### config.mk
export PLATFORM = sky130hd
export DESIGN_NAME = signed_binary_to_decimal_ascii_core_flat
export DESIGN_NICKNAME = d
export VERILOG_FILES = /design/src/sbda_pkg.sv /design/src/sbda_if.sv /design/src/sbda_datapath.sv /design/src/sbda_ctrl.sv /design/src/signed_binary_to_decimal_ascii_core.sv /design/src/flat_wrapper.sv
export SDC_FILE = /design/constraint.sdc
export NUM_CORES = 1
export LEC_CHECK = 0
export BUFFER_PORTS_ARGS = -buffer_cell sky130_fd_sc_hd__clkbuf_2
export CAP_MARGIN = 10
export CORE_ASPECT_RATIO = 1.4
export CORE_MARGIN = 2
export CORE_UTILIZATION = 60
export DETAILED_ROUTE_END_ITERATION = 8
export GPL_ROUTABILITY_DRIVEN = 0
export PLACE_DENSITY = 0.77
export SLEW_MARGIN = 10
export SYNTH_ARGS = -nofsm -noshare
export SYNTH_HDL_FRONTEND = slang
export SYNTH_SLANG_ARGS = --single-unit
export TNS_END_PERCENT = 30
### constraint.sdc
create_clock -name clk -period 3.5 [get_ports clk]
set_input_delay 0.35 -clock clk [delete_from_list [all_inputs] [get_ports clk]]
set_output_delay 0.35 -clock clk [all_outputs]
set_load 0.02 [all_outputs]
### src/sbda_pkg.sv
// Shared constants and controller/datapath handshake types for the decimal text converter.
`default_nettype none
package sbda_pkg;

	localparam logic [7:0] CHAR_ZERO  = 8'd48;
	localparam logic [7:0] CHAR_MINUS = 8'd45;

	typedef struct packed {
		logic load;
		logic convert;
		logic norm;
		logic shift_out;
		logic emit_sign;
	} sbda_cmd_t;

	typedef struct packed {
		logic neg;
		logic conv_done;
		logic top_zero;
		logic one_left;
	} sbda_sts_t;

endpackage
`default_nettype wire

### src/sbda_if.sv
// Valid/ready channel interfaces for the integer input and the character output.
`default_nettype none
interface sbda_in_if #(
	parameter int VALUE_BITS = 32
);
	logic                  valid;
	logic                  ready;
	logic [VALUE_BITS-1:0] value;

	modport source (output valid, output value, input ready);
	modport sink   (input valid, input value, output ready);
endinterface

interface sbda_out_if;
	logic       valid;
	logic       ready;
	logic [7:0] character;
	logic       last;

	modport source (output valid, output character, output last, input ready);
	modport sink   (input valid, input character, input last, output ready);
endinterface
`default_nettype wire

### src/sbda_datapath.sv
// Datapath: magnitude shifter, bit-serial BCD converter and digit output shifter.
`default_nettype none
module sbda_datapath
	import sbda_pkg::*;
#(
	parameter int VALUE_BITS = 32
) (
	input  wire logic                  clk,
	input  wire logic                  arst_n,
	input  wire sbda_cmd_t             cmd,
	input  wire logic [VALUE_BITS-1:0] value,
	output sbda_sts_t                  sts,
	output logic [7:0]                 character,
	output logic                       last
);

	localparam int NUM_DIGITS = ((VALUE_BITS - 1) * 30103) / 100000 + 1;
	localparam int BCD_W      = 4 * NUM_DIGITS;
	localparam int CNT_W      = $clog2(VALUE_BITS + 1);
	localparam int DIG_W      = $clog2(NUM_DIGITS + 1);

	logic [VALUE_BITS-1:0] mag_q;
	logic [BCD_W-1:0]      bcd_q;
	logic [BCD_W-1:0]      bcd_adj;
	logic                  neg_q;
	logic [CNT_W-1:0]      bit_cnt_q;
	logic [DIG_W-1:0]      ndig_q;
	logic [3:0]            top_digit;

	always_comb begin
		for (int i = 0; i < NUM_DIGITS; i++) begin
			if (bcd_q[4*i +: 4] >= 4'd5) begin
				bcd_adj[4*i +: 4] = bcd_q[4*i +: 4] + 4'd3;
			end else begin
				bcd_adj[4*i +: 4] = bcd_q[4*i +: 4];
			end
		end
	end

	always_ff @(posedge clk) begin
		if (cmd.load) begin
			neg_q     <= value[VALUE_BITS-1];
			mag_q     <= value[VALUE_BITS-1] ? (~value + VALUE_BITS'(1)) : value;
			bcd_q     <= '0;
			bit_cnt_q <= CNT_W'(VALUE_BITS);
			ndig_q    <= DIG_W'(NUM_DIGITS);
		end else if (cmd.convert) begin
			bcd_q     <= {bcd_adj[BCD_W-2:0], mag_q[VALUE_BITS-1]};
			mag_q     <= {mag_q[VALUE_BITS-2:0], 1'b0};
			bit_cnt_q <= bit_cnt_q - CNT_W'(1);
		end else if (cmd.norm || cmd.shift_out) begin
			bcd_q  <= {bcd_q[BCD_W-5:0], 4'd0};
			ndig_q <= ndig_q - DIG_W'(1);
		end
	end

	assign top_digit = bcd_q[BCD_W-1 -: 4];

	assign sts.neg       = neg_q;
	assign sts.conv_done = (bit_cnt_q == '0);
	assign sts.top_zero  = (top_digit == 4'd0);
	assign sts.one_left  = (ndig_q == DIG_W'(1));

	assign character = cmd.emit_sign ? CHAR_MINUS : (CHAR_ZERO | {4'd0, top_digit});
	assign last      = !cmd.emit_sign && (ndig_q == DIG_W'(1));

	a_load_clears: assert property (@(posedge clk) disable iff (!arst_n)
		cmd.load |=> (bcd_q == '0) && (bit_cnt_q == CNT_W'(VALUE_BITS)))
		else $error("load did not clear the converter");
	a_norm_zero: assert property (@(posedge clk) disable iff (!arst_n)
		cmd.norm |-> sts.top_zero && !sts.one_left)
		else $error("dropped a significant digit");
	a_convert_count: assert property (@(posedge clk) disable iff (!arst_n)
		cmd.convert |-> bit_cnt_q != '0)
		else $error("convert beyond the value width");
	a_emit_digits: assert property (@(posedge clk) disable iff (!arst_n)
		cmd.shift_out |-> ndig_q != '0 && bit_cnt_q == '0)
		else $error("digit emitted with none left or before conversion end");

endmodule
`default_nettype wire

### src/sbda_ctrl.sv
// Controller: sequences load, conversion, leading-zero removal and character output.
`default_nettype none
module sbda_ctrl
	import sbda_pkg::*;
(
	input  wire logic      clk,
	input  wire logic      arst_n,
	input  wire logic      in_valid,
	output logic           in_ready,
	output logic           out_valid,
	input  wire logic      out_ready,
	input  wire sbda_sts_t sts,
	output sbda_cmd_t      cmd
);

	localparam logic [2:0] ST_IDLE  = 3'd0;
	localparam logic [2:0] ST_CONV  = 3'd1;
	localparam logic [2:0] ST_NORM  = 3'd2;
	localparam logic [2:0] ST_SIGN  = 3'd3;
	localparam logic [2:0] ST_DIGIT = 3'd4;

	logic [2:0] state_q;
	logic [2:0] state_d;

	always_comb begin
		state_d       = state_q;
		cmd           = '0;
		in_ready      = 1'b0;
		out_valid     = 1'b0;
		case (state_q)
			ST_IDLE: begin
				in_ready = 1'b1;
				if (in_valid) begin
					cmd.load = 1'b1;
					state_d  = ST_CONV;
				end
			end
			ST_CONV: begin
				if (sts.conv_done) begin
					state_d = ST_NORM;
				end else begin
					cmd.convert = 1'b1;
				end
			end
			ST_NORM: begin
				if (sts.top_zero && !sts.one_left) begin
					cmd.norm = 1'b1;
				end else if (sts.neg) begin
					state_d = ST_SIGN;
				end else begin
					state_d = ST_DIGIT;
				end
			end
			ST_SIGN: begin
				out_valid     = 1'b1;
				cmd.emit_sign = 1'b1;
				if (out_ready) begin
					state_d = ST_DIGIT;
				end
			end
			ST_DIGIT: begin
				out_valid = 1'b1;
				if (out_ready) begin
					cmd.shift_out = 1'b1;
					if (sts.one_left) begin
						state_d = ST_IDLE;
					end
				end
			end
			default: begin
				state_d = ST_IDLE;
			end
		endcase
	end

	always_ff @(posedge clk or negedge arst_n) begin
		if (!arst_n) begin
			state_q <= ST_IDLE;
		end else begin
			state_q <= state_d;
		end
	end

	a_sign_then_digit: assert property (@(posedge clk) disable iff (!arst_n)
		(state_q == ST_SIGN) && out_ready |=> state_q == ST_DIGIT)
		else $error("minus sign not followed by digits");
	a_one_cmd: assert property (@(posedge clk) disable iff (!arst_n)
		$onehot0({cmd.load, cmd.convert, cmd.norm, cmd.shift_out}))
		else $error("conflicting datapath commands");
	a_sign_only_neg: assert property (@(posedge clk) disable iff (!arst_n)
		cmd.emit_sign |-> sts.neg)
		else $error("minus sign for a non-negative value");

endmodule
`default_nettype wire

### src/signed_binary_to_decimal_ascii_core.sv
// Top level: signed integer to decimal ASCII text converter.
`default_nettype none
// Takes one signed VALUE_BITS-bit integer per transfer on number and returns its
// decimal text on text, one ASCII character per transfer, most significant digit
// first, with a leading '-' for negative values, no leading zeros, and last set on
// the final character. One number is handled at a time: the binary magnitude is
// shifted bit-serially through a BCD double-dabble register, one bit per cycle,
// then leading zero digits are dropped one per cycle before output starts.
// Characters wait while text.ready is low, and no new number is taken until the
// last character of the previous one has been sent.
module signed_binary_to_decimal_ascii_core
	import sbda_pkg::*;
#(
	parameter int VALUE_BITS = 32
) (
	input  wire logic clk,
	input  wire logic arst_n,
	sbda_in_if.sink   number,
	sbda_out_if.source text
);

	sbda_cmd_t cmd;
	sbda_sts_t sts;

	sbda_ctrl u_ctrl (
		.clk       (clk),
		.arst_n    (arst_n),
		.in_valid  (number.valid),
		.in_ready  (number.ready),
		.out_valid (text.valid),
		.out_ready (text.ready),
		.sts       (sts),
		.cmd       (cmd)
	);

	sbda_datapath #(
		.VALUE_BITS (VALUE_BITS)
	) u_datapath (
		.clk       (clk),
		.arst_n    (arst_n),
		.cmd       (cmd),
		.value     (number.value),
		.sts       (sts),
		.character (text.character),
		.last      (text.last)
	);

endmodule
`default_nettype wire

### src/flat_wrapper.sv
// flat-port wrapper written by rule: the top's interface ports become plain ports
module signed_binary_to_decimal_ascii_core_flat import sbda_pkg::*;
#(
	parameter int VALUE_BITS = 32
)
  (clk, arst_n, number_valid, number_value, number_ready, text_valid, text_character, text_last, text_ready);
  sbda_in_if #(.VALUE_BITS(VALUE_BITS)) number_i ();
  sbda_out_if text_i ();
  input  wire logic clk;
  input  wire logic arst_n;
  input wire logic [$bits(number_i.valid)-1:0] number_valid;
  input wire logic [$bits(number_i.value)-1:0] number_value;
  output wire logic [$bits(number_i.ready)-1:0] number_ready;
  output wire logic [$bits(text_i.valid)-1:0] text_valid;
  output wire logic [$bits(text_i.character)-1:0] text_character;
  output wire logic [$bits(text_i.last)-1:0] text_last;
  input wire logic [$bits(text_i.ready)-1:0] text_ready;
  assign number_i.valid = number_valid;
  assign number_i.value = number_value;
  assign number_ready = number_i.ready;
  assign text_valid = text_i.valid;
  assign text_character = text_i.character;
  assign text_last = text_i.last;
  assign text_i.ready = text_ready;
  signed_binary_to_decimal_ascii_core #(.VALUE_BITS(VALUE_BITS)) u_core (.clk(clk), .arst_n(arst_n), .number(number_i), .text(text_i));
endmodule
# Word level (Yosys, flattened, before mapping)
# Cells that the tools add are included.
# classes
addsub,13
n_eq_ne,11
n_mux,35
n_lt_le_gt_ge,10
bitwise_logic,2
reduce_logical,13
# op_table
op,n
two-way mux 32 bit,3
two-way mux 40 bit,2
"greater-or-equal comparator 4 x 3 -> 1 bit, second input constant",10
"adder 4 x 2 -> 4 bit, second input constant",9
two-way mux 4 bit,9
"adder 32 x 1 -> 32 bit, second input constant",1
NOT 32 bit,1
two-way mux 3 bit,8
case mux 3 bit (5 select lines),1
two-way mux 1 bit,11
"!= test 2 bit, second input constant",5
"equality test 3 x 2 -> 1 bit, second input constant",2
zero test 6 bit,1
AND reduction 6 bit,1
"subtractor 6 x 1 -> 6 bit, second input constant",1
two-way mux 5 bit,1
"equality test 4 x 1 -> 1 bit, second input constant",1
zero test 4 bit,1
nonzero test 2 bit,2
"subtractor 4 x 1 -> 4 bit, second input constant",1
"adder 3 x 2 -> 3 bit, second input constant",1
"equality test 3 x 1 -> 1 bit, second input constant",1
"equality test 3 bit, second input constant",1
zero test 3 bit,1
other kinds (7),9
# word_totals
word_cells,90
inputBits,36
output_inout_bits,11
register_bits,86

# Logic depth before layout (Yosys ltp)
# logic_depth
depth_word,8
ltp_mapped,9
depth_no_buf,7

# Modules after synthesis
# From an unflattened synthesis, not the netlist that was laid out.
# unflattened
cells_unflattened,645
area_unflattened_um2,5519.0
# by_module_without_submodules
mod,area_each_um2,cells_per_inst,n_inst,seq_area_each_um2
sbda_datapath,5256.3,614,1,1991.9
sbda_ctrl,262.8,31,1,75.1

# Least setup slack after synthesis
# Ideal clock, no wire load.
# synth_path
path_kind,reg2reg
startpoint,reg u_core.u_ctrl.state_q[0]
endpoint,reg u_core.u_datapath.mag_q[0] (enable)
arrival_ps,2395
path_slack_ps,716
setup_time_ps,389
path_buffers,3
synth_period_minus_slack_ps,2784
path_stages_with_launch,7
required_time_ps,3111
path_cell_list,dfrtp_1 > clkbuf_1 > nor3_1 > nand2_1 > clkbuf_1 > clkbuf_1 > nand2_1
# synth_between
elab_chain_len,3
elab_cells_between_ends,5
classes_between,eq/ne (1); mux (2); reduce/logical (2)
# synth_lines
item,line_no,source
"start, declared",sbda_ctrl.sv:22,logic [2:0] state_q;
"start signal, assigned",sbda_ctrl.sv:80,state_q <= state_d;
equality test 3 x 1 -> 1 bit / zero test 3 bit (equally long branches),sbda_ctrl.sv:30,case (state_q)
two-way mux 1 bit,sbda_ctrl.sv:30,
nonzero test 2 bit (no source line) (*),-,
"end signal, assigned",sbda_datapath.sv:43,mag_q <= value[VALUE_BITS-1] ? (~value + VALUE_BITS'(1)) : value;
"end signal, assigned",sbda_datapath.sv:49,"mag_q <= {mag_q[VALUE_BITS-2:0], 1'b0};"
"end, declared",sbda_datapath.sv:22,logic [VALUE_BITS-1:0] mag_q;
# Mark *: on every way between the ends. The rest lies on a longest branch, timed or not.
# A chain may end at the register's enable or synchronous reset.

# Worst setup path in the final report
# layout_path
startpoint,reg u_core.u_datapath.bit_cnt_q[0]
endpoint,reg u_core.u_datapath.bcd_q[23]
# layout_between
elab_chain_len,4
elab_cells_between_ends,5
classes_between,mux (3); reduce/logical (2)
# layout_lines
item,line_no,source
"start, declared",sbda_datapath.sv:26,logic [CNT_W-1:0] bit_cnt_q;
"start signal, assigned",sbda_datapath.sv:45,bit_cnt_q <= CNT_W'(VALUE_BITS);
"start signal, assigned",sbda_datapath.sv:50,bit_cnt_q <= bit_cnt_q - CNT_W'(1);
zero test 6 bit (*),sbda_datapath.sv:60,assign sts.conv_done = (bit_cnt_q == '0);
two-way mux 1 bit (*),sbda_ctrl.sv:39,if (sts.conv_done) begin
two-way mux 1 bit (*),sbda_ctrl.sv:30,
two-way mux 40 bit / nonzero test 2 bit (equally long branches),-,
"end signal, assigned",sbda_datapath.sv:48,"bcd_q <= {bcd_adj[BCD_W-2:0], mag_q[VALUE_BITS-1]};"
"end signal, assigned",sbda_datapath.sv:52,"bcd_q <= {bcd_q[BCD_W-5:0], 4'd0};"
"end, declared",sbda_datapath.sv:23,logic [BCD_W-1:0] bcd_q;
# Marked as above.

==> key figures <==
Power and ir drop
  • Post-layout power: 0.002208 W
  • Power Dens Cells: about 380 mW/mm²
  • Leakage: around 2.5 nW
  • Peak supply drop: 0.0003030 V

Logic synthesis
  • Leading area contributor after synthesis: dfxtp_1
  • Avg Synthesized Cell Area: 8.511 µm²
  • Post-synth EDFFs: 33
  • Yosys reg bits: 86
  • Synthesized area: 0.005251 mm²
  • Yosys cell types: 53
  • Main synth FF type: dfxtp_1
  • Syn Inst Count: 617
  • Seq/Total Area, Yosys: approximately two fifths
  • Largest cells by area after synthesis: dfxtp_1, edfxtp_1, nand2_1
  • Syn. warnings: 0
  • Synth top area share: roughly a fifth
  • Async set-reset flop share out of synthesis: 3.488%

Detailed routing
  • Vias per inst: 5.824
  • Final wirelength: 10570 µm
  • Starting DRT DRC Count: 171
  • DR WL/cell: ~14 µm
  • Final ANT Viol Nets: 0
  • Via count: 4403
  • Iteration count of the initial detailed-routing pass: 5
  • DRC violations left: 0

GRT
  • Largest net degree at the start of global routing: between 40 and 50
  • Gr ovfl total: 0
  • First-pass GRT wire length: 18110 µm
  • Initial antenna violation count: 0
  • Global-route usage over all layers: around 23%
  • Vias in the first global route: 4176

CTS
  • Root Driver: clkbuf_16
  • Clock Latency Late Sink: ~0.34 ns
  • Clk pin slew, worst setup/hold paths: 0.06 ns
  • H-tree levels: 3
  • CTS tree: yes
  • Post-CTS Setup Inserts: 0
  • CTS buffer count: 9
  • Clk buf depth: 2
  • Clock Sinks: between 80 and 90

Die
  • I/O pin total: between 40 and 50
  • Rows: 40
  • Initial Util: 61.36%
  • Core area: 0.008558 mm²
  • Die area: roughly 0.0095 mm²
  • Die Span Y: 114.7 µm
  • Die X: 83.07 µm

Final layout
  • Nets: 708
  • Final non-filler cell total: between 700 and 800
  • Multi-input combinational cell area: 0.002929 mm²
  • Antenna cell count: 0
  • Final Util: about two thirds
  • Area grow syn2layout: 11.39%
  • Most common cell after layout, fill and taps aside: nand2_1
  • Most frequent cells in the layout: nand2_1, o21ai_0, a21oi_1, dfxtp_1, clkbuf_2
  • Storage element area: 0.002067 mm²
  • Fill cell count: 724
  • Share of layout cells above drive strength 1: between 10% and 20%

STA
  • Fmax: 0.4151 GHz
  • Final setup fails: 0
  • Tcrit/Tclk final: between 60 and 70%
  • Relative slew slack: between 50 and 60%
  • Setup_tns: 0 ns
  • Worst setup margin: between 1 and 1.5 ns
  • Max Slew Vio Count: 0
  • Tmin final: 2.409 ns
  • Clk_skew: 0.007143 ns
  • RSZ-0062 raised after global routing: false
  • Hold Vio Cnt, Final: 0
  • Worst-margin pin slew: 0.7305 ns

Place
  • Cell Count Post-Placement: 739
  • IO buf count: 43
  • Hpwl dp: approximately 7400 µm
  • Setup WS pre-CTS: 0.9447 ns

Worst setup path
  • Setup CP Type: register to register
  • Critical path launch point type: register
  • CP delay by family, top: compound AO/OA/AOI/OAI gates
  • Most frequent CP cell: buf_4
  • Critical-path top delay cell: a211oi_4
  • Worst Path Required: 3.71 ns
  • Slowest Stage Delay on Critical Path: 0.46 ns
  • Cells along the critical path: inv_1 -> ha_1 -> a211oi_4 -> buf_4 -> nor2_2 -> buf_4 -> a221oi_1 -> nor2_1
  • Data arrival, critical path: 2.62 ns
  • Critical Path Sink Type: register
  • Worst Path Buf+Inv: 3
  • CP Max Fanout: 37

Outcome
  • Outcome: completed

Worst hold path
  • HP Class: input port to register

Job
  • Max cap viols: 0
[report_power, final]
group / switching (W) / internal [W] / total [W]
clock: 0.000388 / 0.000696 / 0.00108
combinational: 0.0000518 / 0.0000406 / 0.0000923
sequential: 0 / 0.00103 / 0.00103
[worst register-to-register path, stage by stage (launching register included)]
cell and delay (ns):
dfxtp_1 0.36, inv_1 0.07, ha_1 0.26, a211oi_4 0.46, buf_4 0.41, nor2_2 0.07
buf_4 0.26, a221oi_1 0.29, nor2_1 0.09
[flip-flops by register name (all words and copies together) (netlist names)]
register	count
u_core.u_datapath.bcd_q	40
u_core.u_datapath.mag_q	32
u_core.u_datapath.bit_cnt_q	6
u_core.u_datapath.ndig_q	4
u_core.u_ctrl.state_q	3
u_core.u_datapath.neg_q	1
[what timing repair did]
action | in CTS | in global routing
resized for setup | 0 | 0
endpoints found under the hold margin | 3 | 0
hold buffers | 1 | 0
endpoints found under the setup margin | 0 | 0
[synth_stat cells, types with 2 or more instances]
library cell,n
nand2_1,108
a21oi_1,53
o21ai_0,53
dfxtp_1,50
edfxtp_1,33
nor2_1,33
xor2_1,31
inv_1,28
a22oi_1,27
ha_1,26
nand2b_1,25
clkbuf_1,22
xnor2_1,15
mux2i_1,12
o31ai_1,10
a221oi_1,9
nor3_1,8
o21ai_1,7
buf_1,5
or3_1,5
nand3_1,4
o41ai_1,4
buf_4,3
dfrtp_1,3
nor2b_1,3
nor3b_1,3
nor4_1,3
or2_2,3
a211oi_1,2
and3_1,2
conb_1,2
o31ai_2,2
or4_1,2
or4_4,2
[area by class of cell]
type	instances	area share, %
inverters	28	1.797
multi-input cells	470	50.07
clock inverters	6	1.882
repair buffers	51	4.749
flip-flops and latches	86	35.34
well taps	105	2.246
clock buffers	10	3.914
[logic make-up after synthesis]
logic type,count (synthesis),share of synthesized area [%]
flip-flops,86,39.36
other,2,0.1430
AND/OR/NAND/NOR,209,18.49
adder cells (fa/ha/maj),26,6.195
XOR/XNOR,46,7.672
buffers and inverters,62,5.218
multiplexers,12,2.287
AO/OA/AOI/OAI,174,20.63
[stage by stage]
stage	hold slack, ns	instance area, µm²
global route	0.3023	5849
CTS	0.2708	5849
finish	0.2831	5849
detailed placement	0.1490	5500
floorplan	0.05441	5255
global placement	0.1508	5500
[metal layers]
layer  track usage [%]  wire length (µm)  vias up
li1                  -                 -     2220
met1             25.61              4377     2085
met2             42.69              5658       84
met3             4.903               376       14
met4             8.634               161        0
met5                 0                 0        -
[worst paths after layout]
| kind | start | endpoint | slack (ns) | depth (start not counted) |
|---|---|---|---|---|
| setup / recovery | u_core.u_datapath.bit_cnt_q[0] | u_core.u_datapath.bcd_q[23] | 1.09 | 8 |
| hold / removal | text_ready | u_core.u_ctrl.state_q[0] | 0.28 | 2 |
| setup reg to reg | u_core.u_datapath.bit_cnt_q[0] | u_core.u_datapath.bcd_q[23] | 1.09 | 8 |
| hold reg to reg | u_core.u_datapath.bcd_q[37] | u_core.u_datapath.bcd_q[37] | 0.47 | 2 |
| max in group asynchronous | arst_n | u_core.u_ctrl.state_q[2] | 3.06 | 2 |
| min in group asynchronous | arst_n | u_core.u_ctrl.state_q[1] | 0.34 | 2 |
(Power assumes the default switching activity.)
